===== src/sv/sgr_pkg.sv =====
// Shared constants and types for the sandpile grain relaxation block.
// Used by the row cells, the topple counter and the top level; no dependencies.
package sgr_pkg;

	// grid edge length (2 .. 16); the grid is GRID_SIZE rows of GRID_SIZE cells
	localparam int GRID_SIZE = 16;

	// fixed widths of the payload fields
	localparam int FIELD_W  = 4;
	localparam int SIZE_W   = 24;
	localparam int ROUNDS_W = 16;

	// a relaxing cell never holds more than 7 grains
	localparam int HEIGHT_W = 3;
	localparam logic [HEIGHT_W-1:0] TOPPLE_LIMIT = HEIGHT_W'(3);

	// topple counts: per row, per group of rows, per round
	localparam int CNT_W = $clog2(GRID_SIZE + 1);
	localparam int GROUP = 8;
	localparam int NGRP  = (GRID_SIZE + GROUP - 1) / GROUP;
	localparam int TOT_W = $clog2(GRID_SIZE * GRID_SIZE + 1);

	// row popcount works on chunks of eight flags
	localparam int NCHUNK = (GRID_SIZE + 7) / 8;

	typedef logic [GRID_SIZE-1:0] row_flags_t;
	typedef logic [CNT_W-1:0]     cnt_t;

	// per-row cell control: one relaxation round, or one grain on a column
	typedef struct packed {
		logic               step;
		logic               add;
		logic [FIELD_W-1:0] col;
	} cell_ctl_t;

	// topple counter control
	typedef struct packed {
		logic clear;
		logic step;
	} cnt_ctl_t;

endpackage


===== src/sv/sandpile_grain_relaxation.sv =====
// Top level of the sandpile grain relaxation block.
// Instantiates sgr_row_cell (one per grid row) and sgr_topple_counter; uses sgr_pkg.

// Abelian sandpile on a GRID_SIZE x GRID_SIZE grid, heights cleared by reset
// (no clearing pass; the block is ready in the first cycle after reset).
// Each grain transfer drops one grain on (grain_row, grain_col); a position
// outside the grid adds nothing and gives a zero result. The grid then relaxes
// in synchronous rounds, one round per clock: every cell above 3 loses 4 and
// feeds its four neighbors, grains past the edge are lost. One result transfer
// follows each grain: avalanche_size (total topplings) and avalanche_rounds
// (rounds that toppled), both saturating. One grain is worked on at a time:
// the time an item takes is set by the one-round-per-cycle update of the
// row chain plus the two-stage count tree that drains after the last round.
// A finished result waits in the output register while the next grain is
// taken in; a grain finishing before that result is taken holds until the
// register frees.
module sandpile_grain_relaxation (
	input  logic                          clk,
	input  logic                          arst_n,
	input  logic                          grain_valid,
	output logic                          grain_ready,
	input  logic [sgr_pkg::FIELD_W-1:0]   grain_row,
	input  logic [sgr_pkg::FIELD_W-1:0]   grain_col,
	output logic                          result_valid,
	input  logic                          result_ready,
	output logic [sgr_pkg::SIZE_W-1:0]    avalanche_size,
	output logic [sgr_pkg::ROUNDS_W-1:0]  avalanche_rounds
);

	typedef enum logic [1:0] {
		ST_IDLE,
		ST_RELAX,
		ST_FINISH
	} state_t;

	state_t                        state_q;
	logic                          result_valid_q;
	logic [sgr_pkg::SIZE_W-1:0]    size_q;
	logic [sgr_pkg::ROUNDS_W-1:0]  rounds_q;

	logic                          accept;
	logic                          in_grid;
	logic                          any_unstable;
	logic                          finish_go;
	logic                          cnt_busy;
	logic [sgr_pkg::SIZE_W-1:0]    cnt_size;
	logic [sgr_pkg::ROUNDS_W-1:0]  cnt_rounds;
	sgr_pkg::cnt_ctl_t             cnt_ctl;
	sgr_pkg::cell_ctl_t            cell_ctl  [sgr_pkg::GRID_SIZE];
	sgr_pkg::row_flags_t           topple    [sgr_pkg::GRID_SIZE];
	sgr_pkg::cnt_t                 row_count [sgr_pkg::GRID_SIZE];

	assign grain_ready = (state_q == ST_IDLE);
	assign accept      = grain_valid & grain_ready;
	assign in_grid     = (int'(grain_row) < sgr_pkg::GRID_SIZE)
		&& (int'(grain_col) < sgr_pkg::GRID_SIZE);

	// the grain goes to its row only; every row steps while relaxing
	always_comb begin
		for (int k = 0; k < sgr_pkg::GRID_SIZE; k++) begin
			cell_ctl[k].step = (state_q == ST_RELAX);
			cell_ctl[k].add  = accept && in_grid && (int'(grain_row) == k);
			cell_ctl[k].col  = grain_col;
		end
	end

	// row chain: each row sees the topple flags of the rows next to it,
	// the outer rows see none past the edge
	for (genvar k = 0; k < sgr_pkg::GRID_SIZE; k++) begin : g_row
		sgr_pkg::row_flags_t above;
		sgr_pkg::row_flags_t below;

		if (k == 0) begin : g_top
			assign above = '0;
		end else begin : g_mid_a
			assign above = topple[k-1];
		end
		if (k == sgr_pkg::GRID_SIZE - 1) begin : g_bot
			assign below = '0;
		end else begin : g_mid_b
			assign below = topple[k+1];
		end

		sgr_row_cell u_row (
			.clk    (clk),
			.arst_n (arst_n),
			.ctl    (cell_ctl[k]),
			.above  (above),
			.below  (below),
			.topple (topple[k]),
			.count  (row_count[k])
		);
	end

	always_comb begin
		any_unstable = 1'b0;
		for (int k = 0; k < sgr_pkg::GRID_SIZE; k++) begin
			any_unstable = any_unstable | (|topple[k]);
		end
	end

	// a round counts only when something toppled; the round with no
	// topples ends relaxation
	assign cnt_ctl.clear = accept;
	assign cnt_ctl.step  = (state_q == ST_RELAX) && any_unstable;

	sgr_topple_counter u_counter (
		.clk       (clk),
		.arst_n    (arst_n),
		.ctl       (cnt_ctl),
		.row_count (row_count),
		.busy      (cnt_busy),
		.size      (cnt_size),
		.rounds    (cnt_rounds)
	);

	// count tree drained and the output register free
	assign finish_go = (state_q == ST_FINISH) && !cnt_busy
		&& (!result_valid_q || result_ready);

	always_ff @(posedge clk or negedge arst_n) begin
		if (!arst_n) begin
			state_q        <= ST_IDLE;
			result_valid_q <= 1'b0;
			size_q         <= '0;
			rounds_q       <= '0;
		end else begin
			if (finish_go) begin
				result_valid_q <= 1'b1;
			end else if (result_valid_q && result_ready) begin
				result_valid_q <= 1'b0;
			end
			case (state_q)
				ST_IDLE: begin
					if (accept) begin
						state_q <= ST_RELAX;
					end
				end
				ST_RELAX: begin
					if (!any_unstable) begin
						state_q <= ST_FINISH;
					end
				end
				ST_FINISH: begin
					// wait for the count tree to drain and the output to free
					if (finish_go) begin
						size_q   <= cnt_size;
						rounds_q <= cnt_rounds;
						state_q  <= ST_IDLE;
					end
				end
				default: begin
					state_q <= ST_IDLE;
				end
			endcase
		end
	end

	assign result_valid     = result_valid_q;
	assign avalanche_size   = size_q;
	assign avalanche_rounds = rounds_q;

endmodule


===== src/sv/sgr_row_cell.sv =====
// One grid row of the sandpile: GRID_SIZE heights and their toppling logic.
// Trades topple flags with the rows above and below every cycle. Uses sgr_pkg.
module sgr_row_cell (
	input  logic                clk,
	input  logic                arst_n,
	input  sgr_pkg::cell_ctl_t  ctl,
	input  sgr_pkg::row_flags_t above,
	input  sgr_pkg::row_flags_t below,
	output sgr_pkg::row_flags_t topple,
	output sgr_pkg::cnt_t       count
);

	logic [sgr_pkg::HEIGHT_W-1:0]   height_q [sgr_pkg::GRID_SIZE];
	logic [sgr_pkg::HEIGHT_W:0]     sum_c    [sgr_pkg::GRID_SIZE];
	sgr_pkg::row_flags_t            from_left;
	sgr_pkg::row_flags_t            from_right;
	logic [sgr_pkg::NCHUNK*8-1:0]   flags_pad;
	logic [3:0]                     chunk    [sgr_pkg::NCHUNK];

	always_comb begin
		for (int c = 0; c < sgr_pkg::GRID_SIZE; c++) begin
			topple[c] = height_q[c] > sgr_pkg::TOPPLE_LIMIT;
		end
	end

	// bit c of from_left is the left neighbor's flag, and so on
	assign from_left  = topple << 1;
	assign from_right = topple >> 1;

	always_comb begin
		for (int c = 0; c < sgr_pkg::GRID_SIZE; c++) begin
			sum_c[c] = {1'b0, height_q[c]}
				+ (sgr_pkg::HEIGHT_W+1)'(above[c])
				+ (sgr_pkg::HEIGHT_W+1)'(below[c])
				+ (sgr_pkg::HEIGHT_W+1)'(from_left[c])
				+ (sgr_pkg::HEIGHT_W+1)'(from_right[c]);
			if (topple[c]) begin
				sum_c[c] = sum_c[c] - (sgr_pkg::HEIGHT_W+1)'(4);
			end
		end
	end

	// popcount in chunks of eight, then over the chunks
	assign flags_pad = (sgr_pkg::NCHUNK*8)'(topple);

	always_comb begin
		for (int j = 0; j < sgr_pkg::NCHUNK; j++) begin
			chunk[j] = '0;
			for (int b = 0; b < 8; b++) begin
				chunk[j] = chunk[j] + 4'(flags_pad[j*8+b]);
			end
		end
		count = '0;
		for (int j = 0; j < sgr_pkg::NCHUNK; j++) begin
			count = count + sgr_pkg::CNT_W'(chunk[j]);
		end
	end

	always_ff @(posedge clk or negedge arst_n) begin
		if (!arst_n) begin
			for (int c = 0; c < sgr_pkg::GRID_SIZE; c++) begin
				height_q[c] <= '0;
			end
		end else begin
			for (int c = 0; c < sgr_pkg::GRID_SIZE; c++) begin
				if (ctl.add && (int'(ctl.col) == c)) begin
					height_q[c] <= height_q[c] + sgr_pkg::HEIGHT_W'(1);
				end else if (ctl.step) begin
					height_q[c] <= sum_c[c][sgr_pkg::HEIGHT_W-1:0];
				end
			end
		end
	end

endmodule


===== src/sv/sgr_topple_counter.sv =====
// Avalanche statistics: sums the row topple counts of each round over a
// two-stage registered tree into saturating size and round counters. Uses sgr_pkg.
module sgr_topple_counter (
	input  logic                          clk,
	input  logic                          arst_n,
	input  sgr_pkg::cnt_ctl_t             ctl,
	input  sgr_pkg::cnt_t                 row_count [sgr_pkg::GRID_SIZE],
	output logic                          busy,
	output logic [sgr_pkg::SIZE_W-1:0]    size,
	output logic [sgr_pkg::ROUNDS_W-1:0]  rounds
);

	sgr_pkg::cnt_t                 cnt_s1   [sgr_pkg::GRID_SIZE];
	logic [sgr_pkg::TOT_W-1:0]     grp_sum  [sgr_pkg::NGRP];
	logic [sgr_pkg::TOT_W-1:0]     grp_s2   [sgr_pkg::NGRP];
	logic [sgr_pkg::TOT_W-1:0]     round_tot;
	logic [sgr_pkg::SIZE_W:0]      size_wide;
	logic [sgr_pkg::SIZE_W-1:0]    size_nxt;
	logic                          v_s1;
	logic                          v_s2;
	logic [sgr_pkg::SIZE_W-1:0]    size_q;
	logic [sgr_pkg::ROUNDS_W-1:0]  rounds_q;

	always_comb begin
		for (int g = 0; g < sgr_pkg::NGRP; g++) begin
			grp_sum[g] = '0;
		end
		for (int i = 0; i < sgr_pkg::GRID_SIZE; i++) begin
			grp_sum[i / sgr_pkg::GROUP] = grp_sum[i / sgr_pkg::GROUP]
				+ sgr_pkg::TOT_W'(cnt_s1[i]);
		end
	end

	always_comb begin
		round_tot = '0;
		for (int g = 0; g < sgr_pkg::NGRP; g++) begin
			round_tot = round_tot + grp_s2[g];
		end
		size_wide = {1'b0, size_q} + (sgr_pkg::SIZE_W+1)'(round_tot);
		// carry out means the sum passed the maximum: hold at all ones
		size_nxt  = size_wide[sgr_pkg::SIZE_W] ? '1 : size_wide[sgr_pkg::SIZE_W-1:0];
	end

	always_ff @(posedge clk) begin
		if (ctl.step) begin
			cnt_s1 <= row_count;
		end
		if (v_s1) begin
			grp_s2 <= grp_sum;
		end
	end

	always_ff @(posedge clk or negedge arst_n) begin
		if (!arst_n) begin
			v_s1     <= 1'b0;
			v_s2     <= 1'b0;
			size_q   <= '0;
			rounds_q <= '0;
		end else if (ctl.clear) begin
			v_s1     <= 1'b0;
			v_s2     <= 1'b0;
			size_q   <= '0;
			rounds_q <= '0;
		end else begin
			v_s1 <= ctl.step;
			v_s2 <= v_s1;
			if (v_s2) begin
				size_q <= size_nxt;
			end
			if (ctl.step && (rounds_q != '1)) begin
				rounds_q <= rounds_q + sgr_pkg::ROUNDS_W'(1);
			end
		end
	end

	assign busy   = v_s1 | v_s2;
	assign size   = size_q;
	assign rounds = rounds_q;

endmodule


===== config.mk =====
export PLATFORM = sky130hd
export DESIGN_NAME = sandpile_grain_relaxation
export DESIGN_NICKNAME = d
export VERILOG_FILES = /design/src/sv/sgr_pkg.sv /design/src/sv/sandpile_grain_relaxation.sv /design/src/sv/sgr_row_cell.sv /design/src/sv/sgr_topple_counter.sv
export SDC_FILE = /design/constraint.sdc
export NUM_CORES = 2
export LEC_CHECK = 0
export ABC_AREA = 0
export BUFFER_PORTS_ARGS = -buffer_cell sky130_fd_sc_hd__buf_2
export CELL_PAD_IN_SITES_DETAIL_PLACEMENT = 1
export CELL_PAD_IN_SITES_GLOBAL_PLACEMENT = 2
export CORE_MARGIN = 10
export CORE_UTILIZATION = 44
export DETAILED_ROUTE_END_ITERATION = 6
export GPL_TIMING_DRIVEN = 1
export PLACE_DENSITY = 0.83
export SLEW_MARGIN = 5
export SYNTH_ARGS = -nofsm -noshare
export SYNTH_HDL_FRONTEND = slang
export SYNTH_HIERARCHICAL = 1
export SYNTH_SLANG_ARGS = --single-unit

===== constraint.sdc =====
create_clock -name clk -period 9.2 [get_ports clk]
set_clock_uncertainty 0.05 [all_clocks]
set_input_delay 1.84 -clock clk [delete_from_list [all_inputs] [get_ports clk]]
set_output_delay 1.84 -clock clk [all_outputs]
set_load 0.05 [all_outputs]

# [After elaboration in Yosys (flattened, before gate mapping)]
# Cells that the tools add are included.
[classes] n_mux=781 n_addsub=1729 bitwise_logic=17 magnitude_cmp=256 n_reduce_logical=560 eq_ne=36
[op_table] operator="3-bit by 1-bit adder with 3-bit output" count=960
[op_table] operator="3-bit 2-to-1 mux" count=768
[op_table] operator="3-bit by 1-bit adder with 3-bit output (second input constant)" count=256
[op_table] operator="4-bit by 1-bit adder with 4-bit output" count=192
[op_table] operator="3-bit by 2-bit greater-than comparator with 1-bit output (second input constant)" count=256
[op_table] operator="3-bit subtractor (second input constant)" count=256
[op_table] operator="2-bit nonzero test" count=259
[op_table] operator="1-bit logical AND" count=277
[op_table] operator="16-bit OR reduction" count=16
[op_table] operator="9-bit by 5-bit adder with 9-bit output" count=12
[op_table] operator="4-bit by 4-bit adder with 5-bit output" count=16
[op_table] operator="24-bit 2-to-1 mux" count=3
[op_table] operator="1-bit by 1-bit adder with 2-bit output" count=32
[op_table] operator="4-bit equality test (second input constant)" count=16
[op_table] operator="4-bit by 3-bit equality test with 1-bit output (second input constant)" count=8
[op_table] operator="16-bit 2-to-1 mux" count=2
[op_table] operator="24-bit by 9-bit adder with 25-bit output" count=1
[op_table] operator="16-bit by 1-bit adder with 16-bit output (second input constant)" count=1
[op_table] operator="4-bit by 2-bit equality test with 1-bit output (second input constant)" count=4
[op_table] operator="16-bit != test (second input constant)" count=1
[op_table] operator="1-bit bitwise OR" count=16
[op_table] operator="5-bit by 5-bit adder with 6-bit output" count=2
[op_table] operator="9-bit adder" count=1
[op_table] operator="4-bit by 1-bit equality test with 1-bit output (second input constant)" count=2
[op_table] operator="other kinds (14)" count=22
[totals] reg_bits=951 out_inout_bits=42 input_bits=12

# [Longest topological paths before layout]
[logic_depth] ltp_word=21 ltp_mapped=17 mapped_depth_nobuf=17

# [By module]
# Netlist, hierarchy kept.
[by_module_without_submodules] module="sgr_row_cell (g_row[10].u_row ...)" area_per_inst_um2=5007.3 cells_per_inst=519 instances=10
[by_module_without_submodules] module="sgr_row_cell (g_row[7].u_row ...)" area_per_inst_um2=4927.2 cells_per_inst=511 instances=3
[by_module_without_submodules] module="sgr_topple_counter" area_per_inst_um2=7803.7 cells_per_inst=611 instances=1
[by_module_without_submodules] module="sgr_row_cell (g_row[3].u_row)" area_per_inst_um2=5003.5 cells_per_inst=522 instances=1
[by_module_without_submodules] module="sgr_row_cell (g_row[0].u_row)" area_per_inst_um2=5001.0 cells_per_inst=519 instances=1
[by_module_without_submodules] module="sgr_row_cell (g_row[6].u_row)" area_per_inst_um2=4912.2 cells_per_inst=510 instances=1
[by_module_without_submodules] module="sandpile_grain_relaxation" area_per_inst_um2=2312.2 cells_per_inst=210 instances=1

# [Least setup slack after synthesis]
# OpenSTA, ideal clock, no wires.
[synth_timing] kind="register to register" start="reg g_row[2].u_row/height_q[36] (netlist bit)" end="reg u_counter.rounds_q, in the netlist u_counter/rounds[6]" t_required_ns=9.018 slack_ns=1.378 setup_time_ns=0.132 arrival_ns=7.640 n_path_buf=0 path_stages_with_launch=14 path_cell_list="dfrtp_1 ha_1 ha_1 or2_2 inv_1 nor4_1 nand4_1 nor4_2 a41oi_1 nand3_1 a21oi_1 nand4_1 xor2_1 nor2_1"
[synth_lines] item="start, declared" line_no="sgr_row_cell.sv:13" source="logic [sgr_pkg::HEIGHT_W-1:0] height_q [sgr_pkg::GRID_SIZE];"
[synth_lines] item="start signal, assigned by index" line_no="sgr_row_cell.sv:67" source="height_q[c] <= height_q[c] + sgr_pkg::HEIGHT_W'(1);"
[synth_lines] item="start signal, assigned by index" line_no="sgr_row_cell.sv:69" source="height_q[c] <= sum_c[c][sgr_pkg::HEIGHT_W-1:0];"
[synth_lines] item="end signal, assigned" line_no="sgr_topple_counter.sv:71" source="rounds_q <= rounds_q + sgr_pkg::ROUNDS_W'(1);"
[synth_lines] item="end, declared" line_no="sgr_topple_counter.sv:22" source="logic [sgr_pkg::ROUNDS_W-1:0] rounds_q;"

==> flow_summary.toml <==
[place]
place_congestion = 0.848
dp_hpwl_um = 210000
post-place-ws_ns = 3.73
port_buffers = 53

[timing]
timing.fmax_ghz = 0.199
slew_violations = 0
holdWs_ns = 0.447
post-route-period-util = 0.547
hold_violations = 0
rsz0062_at_grt = "no"
fin_setup_tns_ns = 0
worstMarginPinSlew_ns = 1.18
timing.slew.headroom = 0.208
timing.final.ws_setup_ns = 4.17
finalCriticalPeriod_ns = 5.03
setup_violations = 0

[critical_path]
crit_path_max_fanout = 4
startpoint_type = "flop"
cpMaxStageDelayCell = "nor2_1"
crit_family = "adder cells"
crit_path_end_kind = "flop"
crit_top_cell = "fa_1"
arrival_ns = 5.53
required_ns = 9.70
worstSetupPathType = "flop to flop"
path_buf_inv = 2
path_cells = "ha_1, ha_1, nor2_1, inv_1, fa_1, fa_1, fa_1, fa_1, inv_1, ha_1, fa_1, a21oi_1, nor2b_1"
critPathMaxStageDelay_ns = 0.65

[final_layout]
final_nets = 10800
layout_common_cells = "1540 x inv_1, 946 x fa_1, 923 x a21oi_1"
drive_gt1_frac = 0.0936
final_common_cell = "inv_1"
nFillCells = 22600
syn2layout_area_growth_pct = 8.91

[route]
wirelength_um = 280000
routedWlPerCell_um = 23.3
drt-vias-per-instance = 5.82
drt_iter0_markers = 4220
drtPass1Iterations = 6
vias = 69700
drc = 0
antenna_left = 0

[die]
io_pins = 54
core_area_sq_mm = 0.203
fp.dieW_um = 472
start_util = 0.443
die_h_um = 472
rows = 165
die-area_sq_mm = 0.223

[clocking]
clock-sinks = 951
clk_pin_slew_ns = 0.06
worstSkewPairLatency_ns = 0.82
cts-root-buf = "clkbuf_16"
cts_setup_buffers = 0
cts_tree = "built"
cts_buffer_depth = 3
cts.repair.resized = 0
h-tree-depth = 4
cts-buffers-inserted = 132
hold_buffers = 0

[synth]
syn_area_sq_mm = 0.0899
async_flop_share = 0.897
synth-seq-cells = 951
synth-edff-count = 98
avgSynthCellArea_sq_um = 9.88
yosysSeqAreaShare = 0.270
yosys_warnings = 6
synth_cell_types = 85
netlist_instances = 9095
ys.flop_type = "dfrtp_1"

[grt]
grt_pass1_wl_um = 443000
grt_pass1_vias = 76000
grt_max_degree = 140
antenna_found_initial = 5
track_usage = 0.250
grt-ovfl-total = 0

[hold_path]
hold_path.class = "flop to flop"

[run]
drv_cap = 0

[outcome]
status = "finished, final reports clean"
[path summary, 6_finish.rpt]
kind / from / to / slack [ns] / cells past startpoint
min in group asynchronous: arst_n / g_row[6].u_row/height_q[21] / 0.97 / 1
max in group asynchronous: arst_n / g_row[2].u_row/height_q[28] / 6.25 / 3
hold / removal: avalanche_size[21] / avalanche_size[21] / 0.45 / 1
setup reg to reg: g_row[10].u_row/height_q[12] / u_counter/cnt_s1[29] / 4.17 / 13
hold reg to reg: avalanche_size[21] / avalanche_size[21] / 0.45 / 1
setup / recovery: g_row[10].u_row/height_q[12] / u_counter/cnt_s1[29] / 4.17 / 13
[state kept, by name, summed over array words and instances, names as in the netlist]
signal	flops
u_counter/cnt_s1	80
u_counter/rounds	16
u_counter/v_s1	1
result_valid	1
g_row.u_row/height_q	768
avalanche_rounds	16
state_q	2
u_counter/size	24
avalanche_size	24
u_counter/v_s2	1
u_counter/grp_s2	18
[layout make-up]
type,instances,area [sq um],share of cell area
Multi-Input combinational cell,6418,58900,0.601
Antenna cell,2,5.00,0.0000511
Tap cell,2672,3340,0.0341
Timing Repair Buffer,147,1140,0.0117
Clock inverter,47,623,0.00636
Sequential cell,951,24300,0.248
Clock buffer,191,3800,0.0388
Inverter,1554,5840,0.0597
[synth_stat cells (22+ instances only)]
| cell | instances | area [sq um] |
|---|---|---|
| or3_1 | 37 | 231 |
| o22ai_1 | 216 | 1350 |
| or2_2 | 179 | 1120 |
| nor4_1 | 63 | 394 |
| nor2_1 | 271 | 1020 |
| nand2b_1 | 48 | 300 |
| a21oi_1 | 923 | 4620 |
| dfrtp_1 | 853 | 21300 |
| o221ai_1 | 66 | 578 |
| o211ai_1 | 28 | 210 |
| o221ai_2 | 22 | 330 |
| o21ai_1 | 26 | 130 |
| a211oi_1 | 168 | 1260 |
| nand2_1 | 446 | 1670 |
| a311oi_1 | 179 | 1570 |
| mux2_2 | 168 | 1890 |
| fa_1 | 946 | 18900 |
| xnor2_1 | 77 | 674 |
| a21o_1 | 33 | 248 |
| and3_1 | 66 | 413 |
| mux2i_1 | 186 | 1860 |
| o21bai_1 | 37 | 278 |
| nand4_1 | 23 | 144 |
| a31oi_1 | 56 | 350 |
| o21ai_0 | 336 | 1680 |
| inv_1 | 1541 | 5780 |
| buf_2 | 135 | 676 |
| clkbuf_1 | 48 | 180 |
| nand3b_1 | 207 | 1550 |
| ha_1 | 676 | 8460 |
| nor2b_1 | 43 | 269 |
| and3b_1 | 50 | 438 |
| xor2_1 | 337 | 2950 |
| nor3_1 | 37 | 185 |
| nand3_1 | 113 | 566 |
| nor3_2 | 28 | 280 |
| edfxtp_1 | 98 | 2940 |
| and2_1 | 54 | 338 |
[worst reg2reg max path, cell delays in order (launching register included)]
cell and delay, ns:
dfrtp_1 0.41, ha_1 0.21, ha_1 0.23, nor2_1 0.65, inv_1 0.26, fa_1 0.58, fa_1 0.44, fa_1 0.47
fa_1 0.50, inv_1 0.05, ha_1 0.20, fa_1 0.42, a21oi_1 0.21, nor2b_1 0.09
[cells by family (layout without fill, tap and decap cells)]
kind of cell,count (synthesis),after routing,synth area share
and+or+nand+nor,1796,1796,0.115
AOI/OAI and AO/OA,2187,2187,0.150
other,1,34,0.0000417
DFF,951,951,0.270
muxes,367,367,0.0435
buffers and inverters,1757,1939,0.0766
xor gates and xnor gates,414,414,0.0403
adders and majority gates,1622,1622,0.305
[metrics by stage]
| stage | instance area (sq um) | util | instances |
|---|---|---|---|
| 6_report | 97900 | 0.483 | 12000 |
| 5_1_grt | 97900 | 0.483 | 12000 |
| 4_1_cts | 97900 | 0.483 | 12000 |
| 3_5_place_dp | 93500 | 0.461 | 11700 |
| 3_3_place_gp | 93500 | 0.461 | 11700 |
| 2_1_floorplan | 90000 | - | 9126 |
[per-layer routing]
| metal | part of all wire | up-vias | track usage |
|---|---|---|---|
| met1 | 0.44 | 36300 | 0.333 |
| li1 | - | 31400 | - |
| met4 | 0.032 | 0 | 0.0757 |
| met3 | 0.044 | 461 | 0.0286 |
| met2 | 0.49 | 1488 | 0.426 |
| met5 | 0 | - | 0 |
Power is left out: the tool's default activity adds up to more than one toggle a clock period on the data nets, which glitch-free logic cannot reach.
